`src/design/opi_pkg.sv`:
```
// Shared widths, constants and arithmetic tables for the optical pose integrator.
package opi_pkg;

    localparam int COUNT_W    = 8;
    localparam int LIMIT_W    = 9;
    localparam int GAIN_W     = 16;
    localparam int TPC_W      = 24;
    localparam int POSE_W     = 32;
    localparam int ANGLE_W    = 32;
    localparam int CFG_IDX_W  = 3;
    localparam int CFG_DATA_W = 24;

    localparam int MUL_W      = 32;
    localparam int PROD_W     = 2 * MUL_W;
    localparam int STEP_W     = 30;
    localparam int DELTA_W    = 32;
    localparam int STEP_SHIFT = 24;
    localparam int HEAD_SHIFT = 8;
    localparam int ROT_SHIFT  = 30;

    localparam int ATAN_IDX_W = 5;
    localparam int ATAN_DEPTH = 30;

    localparam logic [CFG_IDX_W-1:0] REG_GAIN_XY       = 3'd0;
    localparam logic [CFG_IDX_W-1:0] REG_GAIN_THETA    = 3'd1;
    localparam logic [CFG_IDX_W-1:0] REG_LIMIT_FORWARD = 3'd2;
    localparam logic [CFG_IDX_W-1:0] REG_LIMIT_TURN    = 3'd3;
    localparam logic [CFG_IDX_W-1:0] REG_TURN_PER_CNT  = 3'd4;

    localparam logic [GAIN_W-1:0]         GAIN_XY_RST     = 16'd256;
    localparam logic [GAIN_W-1:0]         GAIN_THETA_RST  = 16'd256;
    localparam logic signed [LIMIT_W-1:0] LIMIT_RST       = 9'sd128;
    localparam logic [TPC_W-1:0]          TPC_RST         = 24'd434064;

    // 0.0635 mm per count, Q0.32
    localparam logic signed [MUL_W-1:0] MM_PER_COUNT = 32'sd272730423;
    // 0.607252935, Q1.30
    localparam logic signed [ANGLE_W-1:0] CORDIC_START = 32'sd652032874;

    localparam logic [PROD_W-1:0] HALF_STEP = PROD_W'(1) << (STEP_SHIFT - 1);
    localparam logic [PROD_W-1:0] HALF_HEAD = PROD_W'(1) << (HEAD_SHIFT - 1);
    localparam logic [PROD_W-1:0] HALF_ROT  = PROD_W'(1) << (ROT_SHIFT - 1);

    function automatic logic signed [ANGLE_W-1:0] opi_atan(input logic [ATAN_IDX_W-1:0] idx);
        logic signed [ANGLE_W-1:0] v;
        case (idx)
            5'd0:    v = 32'sh20000000;
            5'd1:    v = 32'sh12E4051E;
            5'd2:    v = 32'sh09FB385B;
            5'd3:    v = 32'sh051111D4;
            5'd4:    v = 32'sh028B0D43;
            5'd5:    v = 32'sh0145D7E1;
            5'd6:    v = 32'sh00A2F61E;
            5'd7:    v = 32'sh00517C55;
            5'd8:    v = 32'sh0028BE53;
            5'd9:    v = 32'sh00145F2F;
            5'd10:   v = 32'sh000A2F98;
            5'd11:   v = 32'sh000517CC;
            5'd12:   v = 32'sh00028BE6;
            5'd13:   v = 32'sh000145F3;
            5'd14:   v = 32'sh0000A2FA;
            5'd15:   v = 32'sh0000517D;
            5'd16:   v = 32'sh000028BE;
            5'd17:   v = 32'sh0000145F;
            5'd18:   v = 32'sh00000A30;
            5'd19:   v = 32'sh00000518;
            5'd20:   v = 32'sh0000028C;
            5'd21:   v = 32'sh00000146;
            5'd22:   v = 32'sh000000A3;
            5'd23:   v = 32'sh00000051;
            5'd24:   v = 32'sh00000029;
            5'd25:   v = 32'sh00000014;
            5'd26:   v = 32'sh0000000A;
            5'd27:   v = 32'sh00000005;
            5'd28:   v = 32'sh00000003;
            5'd29:   v = 32'sh00000001;
            default: v = '0;
        endcase
        return v;
    endfunction

endpackage

```
`src/design/opi_cordic.sv`:
```
// Iterative rotation-mode CORDIC giving cosine and sine of a binary angle.
module opi_cordic #(
    parameter int CORDIC_STEPS = 16
) (
    input  logic                                  i_clk,
    input  logic                                  i_rst_n,
    input  logic                                  i_start,
    input  logic [opi_pkg::ANGLE_W-1:0]           i_angle,
    output logic                                  o_done,
    output logic signed [opi_pkg::ANGLE_W-1:0]    o_cos,
    output logic signed [opi_pkg::ANGLE_W-1:0]    o_sin
);
    import opi_pkg::*;

    localparam int ITER_W = (CORDIC_STEPS > 1) ? $clog2(CORDIC_STEPS) : 1;
    localparam logic [ITER_W-1:0] ITER_LAST = ITER_W'(CORDIC_STEPS - 1);

    logic                       r_busy;
    logic [ITER_W-1:0]          r_iter;
    logic signed [ANGLE_W-1:0]  r_x;
    logic signed [ANGLE_W-1:0]  r_y;
    logic signed [ANGLE_W-1:0]  r_z;
    logic [1:0]                 r_quad;

    logic signed [ANGLE_W-1:0]  x_sh;
    logic signed [ANGLE_W-1:0]  y_sh;
    logic signed [ANGLE_W-1:0]  atan_v;

    assign x_sh   = r_x >>> r_iter;
    assign y_sh   = r_y >>> r_iter;
    assign atan_v = opi_atan(ATAN_IDX_W'(r_iter));
    assign o_done = r_busy && (r_iter == ITER_LAST);

    always_ff @(posedge i_clk) begin
        if (!i_rst_n) begin
            r_busy <= 1'b0;
            r_iter <= '0;
        end else if (i_start) begin
            r_busy <= 1'b1;
            r_iter <= '0;
        end else if (r_busy) begin
            r_iter <= r_iter + ITER_W'(1);
            if (r_iter == ITER_LAST) begin
                r_busy <= 1'b0;
            end
        end
    end

    always_ff @(posedge i_clk) begin
        if (i_start) begin
            r_x    <= CORDIC_START;
            r_y    <= '0;
            r_z    <= $signed({2'b00, i_angle[ANGLE_W-3:0]});
            r_quad <= i_angle[ANGLE_W-1:ANGLE_W-2];
        end else if (r_busy) begin
            if (!r_z[ANGLE_W-1]) begin
                r_x <= r_x - y_sh;
                r_y <= r_y + x_sh;
                r_z <= r_z - atan_v;
            end else begin
                r_x <= r_x + y_sh;
                r_y <= r_y - x_sh;
                r_z <= r_z + atan_v;
            end
        end
    end

    // map the residual rotation back to the full circle
    always_comb begin
        case (r_quad)
            2'd0: begin
                o_cos = r_x;
                o_sin = r_y;
            end
            2'd1: begin
                o_cos = -r_y;
                o_sin = r_x;
            end
            2'd2: begin
                o_cos = -r_x;
                o_sin = -r_y;
            end
            default: begin
                o_cos = r_y;
                o_sin = -r_x;
            end
        endcase
    end

endmodule

```
`config.mk`:
```
export PLATFORM = sky130hd
export DESIGN_NAME = opi_cordic
export DESIGN_NICKNAME = d
export VERILOG_FILES = /design/src/design/opi_pkg.sv /design/src/design/opi_cordic.sv
export SDC_FILE = /design/constraint.sdc
export NUM_CORES = 1
export LEC_CHECK = 0
export ABC_AREA = 0
export BUFFER_PORTS_ARGS = -buffer_cell sky130_fd_sc_hd__buf_2
export CORE_ASPECT_RATIO = 1.1
export CORE_MARGIN = 8
export CORE_UTILIZATION = 58
export CTS_BUF_LIST = sky130_fd_sc_hd__clkbuf_16
export DETAILED_ROUTE_END_ITERATION = 8
export PLACE_DENSITY = 0.85
export SLEW_MARGIN = 20
export SYNTH_ARGS = -nofsm -noshare
export SYNTH_HDL_FRONTEND = slang
export SYNTH_SLANG_ARGS = --single-unit
```
`constraint.sdc`:
```
create_clock -name i_clk -period 8.65 [get_ports i_clk]
set_input_delay 1.73 -clock i_clk [delete_from_list [all_inputs] [get_ports i_clk]]
set_output_delay 1.73 -clock i_clk [all_outputs]
set_load 0.01 [all_outputs]
```
==> flow_summary.toml, run 1 <==
[run_status]
status = "finished, final reports clean"

[grt]
grt_max_degree = 101
grt_overflow = 0
grt_pass1_wl_mm = 88.1
antenna_found_initial = 1
grt_pass1_vias = 17000
grt_use_total_pct = 29.0

[routing]
drc = 0
routed_via_density = 6.55
antenna_left = 0
first_pass_iters = 6
drt_iter0_drc = 1679
wirelength_mm = 55.0
wl_per_cell_um = 20.4
via_count = 17600

[min_path]
hold_start = "r_z[30]$_SDFFE_PP0P_"
min_path_type = "flip-flop to flip-flop"

[die]
die_area_um2 = 37000
rows = 67
core-area_um2 = 30500
ios = 100
start_util_pct = 59.1
fp.dieW_um = 184
die_y_um = 201

[critical_path]
crit_fanout = 59
cp-startpoint = "r_iter[2]$_SDFFE_PP0P_"
cp_cell_sequence = "buf_4 -> mux2i_1 -> mux4_2 -> nand2_1 -> o21ai_0 -> ha_1 -> a21boi_0 -> nand2_1 -> nor2_1 -> nor2_1 -> xor2_1 -> ha_1 -> a21oi_1 -> nor2b_1 -> or4_1 -> o2111ai_1 -> a21oi_1 -> a31oi_1 -> o31ai_1 -> o21a_1 -> or4_1 -> a21oi_1"
path_class = "flip-flop to flip-flop"
timing.rr.start = "r_iter[2]$_SDFFE_PP0P_"
end_kind = "flip-flop"
cp-start-kind = "flip-flop"
critPathMostFrequentCell = "a21oi_1"
cp_slowest_stage_delay_ns = 0.70
required_ns = 9.02
crit_arrival_ns = 6.82
crit_slowest_cell = "dfxtp_4"

[yosys]
synthArstFlopShare_pct = 0
synth_warnings = 0
netlist_area_um2 = 18000
synth_seq_cells = 133
netlist_instances = 2301
post_synth.cell_area_avg_um2 = 7.84
yosysUniqueCellTypes = 99
yosysSeqAreaShare_pct = 16.5
synth_edf_count = 32
synth_ff_type = "dfxtp_1"
postSynthNetCount = 2452

[clock_network]
clk_pin_slew_ns = 0.07
cts_buffers = 17
clock-sinks = 133
cts_tree = "yes"
clk_path_buf_depth = 2
cts_root_buf = "clkbuf_16"
clock_latency_ns = 0.45
post_cts_buffers = 0
post_cts_resized = 0
ctsHoldBuffers = 0
htreeDepth = 4

[sta]
min_period_over_period_pct = 74.5
min_period_ns = 6.44
slew_violations = 0
setup_violations = 0
fin_setup_tns_ns = 0
hold_ws_ns = 0.477
finalClockSkew_ns = 0.0131
clock.fmax_mhz = 155
worst_slew_pin_slew_ns = 0.945
rsz0062_at_grt = "false"
maxSlewHeadroom_pct = 37.0
finalHoldViolCount = 0

[finish]
final_cell_mix = "nand2_1 (237), nor2_1 (221), a21oi_1 (187)"
num_antenna_cells = 0
fill_cells = 2630
final_common_cell = "nand2_1"
nets = 2417
syn2layout_area_growth_pct = 5.51
drive_gt1_share_pct = 13.0

[pwr]
internal_power_w = 0.00389
max-vdd-ir-drop_uv = 241
pwr-share-seq_pct = 17.0
p_clk_share_pct = 9.9
switching_share_pct = 51.2
switching_power_w = 0.00409
leakage_nw = 7.82
pwr-share-comb_pct = 73.1
power_density_nw_per_um2 = 419

[place]
io_buffers = 99
hpwl_mm = 40.0
gp_congestion = 0.975

[run]
maxCapViolCount = 0
[worst max-delay path: cells and delay by family, from the launching register on]
family,cells,cell delay [ns]
AOI/OAI and AO/OA,9,1.93
and+or+nand+nor,7,1.57
muxes,2,0.73
DFF,1,0.70
buffers and inverters,1,0.69
adders and majority gates,2,0.56
xor gates and xnor gates,1,0.17
[worst paths after layout]
path	to	slack [ns]	cells past startpoint
setup / recovery	r_y[31]$_SDFFE_PP0P_	2.21	22
hold / removal	r_z[30]$_SDFFE_PP0P_	0.48	2
setup reg to reg	r_y[31]$_SDFFE_PP0P_	2.21	22
hold reg to reg	r_z[30]$_SDFFE_PP0P_	0.48	2
[registers in the layout, summed over array words and instances (netlist names)]
signal and cells:
r_busy 1, r_x 32, r_y 32, r_quad 2, atan_v 30, r_iter 4
r_z 32
[Yosys cell counts (all sizes together) (46+ instances only)]
cell type  number  area share [%]
clkbuf        118             2.5
mux4           59             7.4
mux2i          86             4.8
nor2          221             4.6
xnor2         151             7.3
xor2           93             4.5
o21ai         173             4.8
dfxtp         101              11
a21oi         187             5.2
nand2         237             4.9
mux2           46             3.0
buf            53             1.9
ha            113             7.8
a21o           54             2.2
[power groups by stage]
stage,Sequential (W),Clock [W],Combinational [W]
floorplan,0.000932,0,0.00485
global placement,0.00133,0,0.00554
detailed placement,0.00134,0,0.00570
CTS,0.00133,0.000787,0.00575
global route,0.00137,0.000814,0.00646
finish,0.00136,0.000787,0.00584
[metrics by stage]
step	utilization (%)	instance area [um2]	setup slack [ns]	power [W]	std cells
5_1_grt	62.4	19000	1.71	0.00864	2693
4_1_cts	62.4	19000	2.23	0.00787	2693
6_report	62.4	19000	2.21	0.00798	2693
3_5_place_dp	60.4	18400	2.28	0.00704	2661
3_3_place_gp	60.4	18400	2.38	0.00687	2661
2_1_floorplan	-	18000	3.41	0.00579	2301
[kinds of logic after synthesis]
family / Yosys count / share of synthesized area (%)
multiplexers: 191 / 15.2
AND/OR/NAND/NOR: 749 / 20.0
adder cells (fa/ha/maj): 116 / 8.17
XOR/XNOR: 244 / 11.8
buffers and inverters: 215 / 5.24
flip-flops: 133 / 16.5
AO/OA/AOI/OAI: 653 / 23.0
[per-layer routing]
metal	global-route usage [%]	vias up	part of all wire, %
met2	49.4	887	48
met5	0	-	0.024
met3	5.30	182	8.9
met1	34.6	8251	39
li1	-	8319	-
met4	13.7	2	4.0
[final cells by class]
class	count	area (um2)	area share (%)
tap	414	518	2.72
timing repair buffer	117	633	3.33
multi-input combinational	1953	14100	74.1
inverter	44	165	0.868
sequential	133	3000	15.7
clock inverter	15	185	0.973
clock buffer	17	425	2.23
(Power assumes the default switching activity.)
==> run 2: changes to the inputs <==
clock period = 6.1 ns   (was 8.65 ns; I/O delays follow)
==> run 2 against run 1 <==
- clock power is 31% higher
- worst setup slack worse by 1.9 ns
- sequential share of layout area is 0.26 points lower
- fmax is 11% higher
- design area is 1.7% higher
- critical endpoint unchanged
- via count is 2.5% higher
==> flow_summary.toml, run 2 (synthesis gave the netlist of run 1 again) <==
[run_status]
status = "finished, final reports clean"

[routing]
antenna_left = 0
drc = 0
via_count = 18100
wirelength_mm = 57.2
routed_via_density = 6.61
drt_iter0_drc = 1668
first_pass_iters = 5
wl_per_cell_um = 20.9

[finish]
final_cell_mix = "nand2_1 (237), nor2_1 (221), a21oi_1 (187)"
fill_cells = 2688
nets = 2461
final_common_cell = "nand2_1"
layoutNonFillerInstCount = 2737
reg.largest.list = "r_x (32), r_y (32), r_z (32)"
syn2layout_area_growth_pct = 7.29
num_antenna_cells = 0
drive_gt1_share_pct = 14.7

[critical_path]
reg2reg_slack_ns = 0.32
r2r_end = "r_y[31]$_SDFFE_PP0P_"
crit_arrival_ns = 6.16
crit_fanout = 40
path_class = "flip-flop to flip-flop"
timing.rr.start = "r_iter[1]$_SDFFE_PP0P_"
end_kind = "flip-flop"
cp-startpoint = "r_iter[1]$_SDFFE_PP0P_"
required_ns = 6.48
worst_r2r_path_depth = 18
cp-start-kind = "flip-flop"

[die]
rows = 67
fp.dieW_um = 184
die_y_um = 201
start_util_pct = 59.1
ios = 100
core-area_um2 = 30500
die_area_um2 = 37000

[sta]
worst_slew_pin_slew_ns = 0.896
finalClockSkew_ns = 0.0102
setup_violations = 0
clock.fmax_mhz = 173
fin_setup_tns_ns = 0
finalHoldViolCount = 0
maxSlewHeadroom_pct = 40.2
min_period_ns = 5.78
slew_violations = 0
min_period_over_period_pct = 94.8
rsz0062_at_grt = "false"

[min_path]
min_path_type = "flip-flop to flip-flop"
whs_path_depth = 2
hold_start = "r_z[30]$_SDFFE_PP0P_"
holdPathEnd = "r_z[30]$_SDFFE_PP0P_"

[clock_network]
clock_latency_ns = 0.45
htreeDepth = 4
cts_tree = "yes"
clk_pin_slew_ns = 0.07
cts_buffers = 17
cts_root_buf = "clkbuf_16"
clk_path_buf_depth = 2
clock-sinks = 133

[place]
gp_congestion = 0.996
hpwl_mm = 43.0
io_buffers = 99
place_inst = 2704

[pwr]
pwr-share-comb_pct = 75.8
max-vdd-ir-drop_uv = 288
switching_power_w = 0.00587
power_density_nw_per_um2 = 592
leakage_nw = 8.03
p_clk_share_pct = 9.0
internal_power_w = 0.00559
switching_share_pct = 51.2
pwr-share-seq_pct = 15.2

[grt]
grt_overflow = 0
grt_max_degree = 109
grt_pass1_vias = 17700
antenna_found_initial = 1
grt_use_total_pct = 29.8
grt_pass1_wl_mm = 89.7

[run]
maxCapViolCount = 0
## run 2: changes by cell type in the layout (fill, tap and decap cells not counted), sizes merged
cell,delta
clkinvlp,+2
inv,-2
clkinv,+1
bufinv,-1
buf,+44
## run 2: what timing repair did
action,CTS,global route
resized for setup,0,5
setup endpoints to repair,0,5
hold buffers,0,0
buffers inserted,0,1
## run 2: through the flow
stage	area, um2	hold slack [ns]	utilization, %	power (W)	setup slack (ns)
floorplan	18000	0.432	-	0.00821	0.859
global placement	18800	0.445	61.5	0.00991	0.310
detailed placement	18800	0.477	61.5	0.0102	0.296
CTS	19300	0.494	63.4	0.0113	0.240
global route	19400	0.514	63.4	0.0124	0.0192
finish	19400	0.501	63.4	0.0115	0.320
## run 2: worst max path at each step
stage | endpoint | slack, ns | cells past startpoint
floorplan | r_x[31]$_SDFFE_PP0P_ | 0.86 | 23
global placement | r_y[31]$_SDFFE_PP0P_ | 0.31 | 18
detailed placement | r_y[31]$_SDFFE_PP0P_ | 0.30 | 22
CTS | r_y[31]$_SDFFE_PP0P_ | 0.24 | 18
global route | r_y[31]$_SDFFE_PP0P_ | 0.02 | 20
finish | r_y[31]$_SDFFE_PP0P_ | 0.32 | 18
## run 2: area by class of cell
type / instances / area (um2) / area share (%)
well taps: 414 / 518 / 2.68
repair buffers: 161 / 992 / 5.13
flip-flops and latches: 133 / 3000 / 15.5
multi-input cells: 1953 / 14100 / 73.0
inverters: 44 / 165 / 0.853
clock inverters: 15 / 133 / 0.685
clock buffers: 17 / 425 / 2.20
## run 2: critical path, cell delays in order (launching register included)
cell and delay [ns]:
dfxtp_4 0.57, buf_4 0.53, mux2i_1 0.41, o22a_1 0.18, o21ai_0 0.26, o32ai_1 0.49, nand4b_1 0.39, nor3_2 0.41
a21oi_1 0.14, xnor2_1 0.15, ha_1 0.36, a21o_1 0.18, a21o_1 0.18, or3_1 0.30, a31oi_1 0.22, o31ai_1 0.13
o21a_1 0.19, or4_1 0.46, a21oi_1 0.14
## run 2: power by group through the flow
stage	logic, W	clock network (W)	registers [W]
3_3_place_gp	0.00821	0	0.00171
5_1_grt	0.00953	0.00107	0.00175
4_1_cts	0.00853	0.00103	0.00170
6_report	0.00868	0.00103	0.00174
2_1_floorplan	0.00688	0	0.00132
3_5_place_dp	0.00846	0	0.00172
## run 2: routing by layer
metal  track usage [%]  wire length [um]  vias to the layer above
met5                 0                 9                        -
met4              16.3              3090                        2
met3              5.63              5160                      259
met2              50.7             26900                      968
met1              34.7             22000                     8440
li1                  -                 -                     8411
==> run 3: changes to the inputs <==
CORE_ASPECT_RATIO = 0.9   (was 1.1)
PLACE_DENSITY = 0.73   (was 0.85)
==> run 3 against run 2 <==
- design area rose by 0.67%
- register-to-register slack gained 0.07 ns
- non-clock buffer count up 18
- global-route usage grew 2.8 points
- routed wire length rose by 10%
- final cell count is 0.51% higher
- largest power group unchanged
- sequential power hardly changed
- largest cell class unchanged
- sequential share of layout area shrank 0.10 points
- worst setup slack better by 0.067 ns
- die area barely moved
==> flow_summary.toml, run 3 (synthesis gave the netlist of run 1 again) <==
[run_status]
status = "finished, final reports clean"

[sta]
min_period_over_period_pct = 93.7
setup_violations = 0
finalClockSkew_ns = 0.0212
finalHoldViolCount = 0
worst_slew_pin_slew_ns = 1.15
maxSlewHeadroom_pct = 22.9
slew_violations = 0
rsz0062_at_grt = "false"
setup_ws_ns = 0.387
clock.fmax_mhz = 175
min_period_ns = 5.71
hold_ws_ns = 0.471
fin_setup_tns_ns = 0

[finish]
final_cell_mix = "nand2_1 (237), nor2_1 (221), a21oi_1 (187)"
nets = 2479
reg.largest.list = "r_x (32), r_y (32), r_z (32)"
final_common_cell = "nand2_1"
final_area_um2 = 19500
drive_gt1_share_pct = 15.3
syn2layout_area_growth_pct = 8.00

[grt]
grt_use_total_pct = 32.6
grt_max_degree = 71
grt_pass1_wl_mm = 96.7
antenna_found_initial = 2
grt_pass1_vias = 16700
grt_overflow = 0

[critical_path]
crit_arrival_ns = 6.08
cp-start-kind = "flip-flop"
required_ns = 6.46
critPathMostFrequentCell = "a21oi_1"
cp_slowest_stage_delay_ns = 0.58
end_kind = "flip-flop"
crit_slowest_cell = "dfxtp_4"
crit_cells = 20
cp_cell_sequence = "mux4_2 -> mux2_2 -> or4b_1 -> a21boi_2 -> nand2_1 -> nor2_1 -> nor2_1 -> xor2_1 -> ha_1 -> a21oi_1 -> nor2b_1 -> or4_1 -> o2111ai_1 -> a21oi_1 -> a31oi_1 -> o31ai_1 -> buf_4 -> o21a_1 -> or4_1 -> a21oi_1"
crit_family = "simple AND/OR/NAND/NOR gates"
worst-path-buf-inv = 1
path_class = "flip-flop to flip-flop"
worst_r2r_path_depth = 20
crit_fanout = 27

[clock_network]
htreeDepth = 4
cts_tree = "yes"
cts_buffers = 17
clock-sinks = 133
ctsHoldBuffers = 0
cts_root_buf = "clkbuf_16"
clock_latency_ns = 0.45
clk_pin_slew_ns = 0.07
clk_path_buf_depth = 2

[die]
fp.dieW_um = 202
core-area_um2 = 30800
rows = 61
die_y_um = 183
ios = 100
start_util_pct = 58.7
die_area_um2 = 37000

[routing]
routed_via_density = 6.68
wl_per_cell_um = 22.9
via_count = 18400
drc = 0
wirelength_mm = 62.9
first_pass_iters = 7
antenna_left = 0
drt_iter0_drc = 2340

[pwr]
internal_power_w = 0.00564
p_clk_share_pct = 8.9
switching_share_pct = 52.3
power.total_w = 0.0118
power_density_nw_per_um2 = 607
switching_power_w = 0.00619
max-vdd-ir-drop_uv = 720
pwr-share-comb_pct = 76.1
pwr-share-seq_pct = 15.0
leakage_nw = 8.12

[place]
hpwl_mm = 48.2
gp_congestion = 1.03
dp_slack_ns = 0.387
io_buffers = 99
placed_area_um2 = 18900

[min_path]
min_path_type = "flip-flop to flip-flop"
whs_path_depth = 2

[run]
maxCapViolCount = 0
-- run 3: path summary, 6_finish.rpt --
| path | start | to | slack, ns |
|---|---|---|---|
| setup / recovery | r_iter[1]$_SDFFE_PP0P_ | r_y[31]$_SDFFE_PP0P_ | 0.39 |
| setup reg to reg | r_iter[1]$_SDFFE_PP0P_ | r_y[31]$_SDFFE_PP0P_ | 0.39 |
| hold / removal | r_z[30]$_SDFFE_PP0P_ | r_z[30]$_SDFFE_PP0P_ | 0.47 |
| hold reg to reg | r_z[30]$_SDFFE_PP0P_ | r_z[30]$_SDFFE_PP0P_ | 0.47 |
-- run 3: power by group through the flow --
stage	registers [W]	logic (W)	clock network [W]
after floorplan	0.00132	0.00688	0
after global placement	0.00173	0.00855	0
after detailed placement	0.00174	0.00874	0
after CTS	0.00173	0.00881	0.00106
after global routing	0.00178	0.00981	0.00110
final	0.00177	0.00901	0.00105
-- run 3: worst reg2reg max path, stage by stage, from the launching register on --
cell and delay [ns]:
dfxtp_4 0.58, mux4_2 0.58, mux2_2 0.31, or4b_1 0.53, a21boi_2 0.26, nand2_1 0.14, nor2_1 0.20, nor2_1 0.07
xor2_1 0.16, ha_1 0.35, a21oi_1 0.15, nor2b_1 0.07, or4_1 0.50, o2111ai_1 0.27, a21oi_1 0.15, a31oi_1 0.26
o31ai_1 0.13, buf_4 0.14, o21a_1 0.17, or4_1 0.46, a21oi_1 0.15
-- run 3: what timing repair did --
action / in CTS / in global routing
resized for setup: 0 / 3
setup buffers: 0 / 0
setup endpoints to repair: 0 / 2
-- run 3: layout make-up --
type / instances / area [um2]
Fill cell: 2747 / 11300
Timing Repair Buffer: 179 / 1130
Clock buffer: 17 / 425
Clock inverter: 15 / 140
Inverter: 44 / 165
Sequential cell: 133 / 3000
Multi-Input combinational cell: 1953 / 14100
Antenna cell: 1 / 2.50
Tap cell: 409 / 512
-- run 3: routing by layer --
layer,GRT usage [%],share of wire [%],vias up
li1,-,-,8449
met1,48.4,45,8732
met2,45.7,40,1051
met3,7.95,12,158
met4,9.58,3.0,0
met5,0,0,-
-- run 3: stage by stage --
stage          cells  utilization, %
6_report        2751            63.4
5_1_grt         2750            63.3
4_1_cts         2750            63.3
3_5_place_dp    2718            61.5
3_3_place_gp    2718            61.5
2_1_floorplan   2301               -
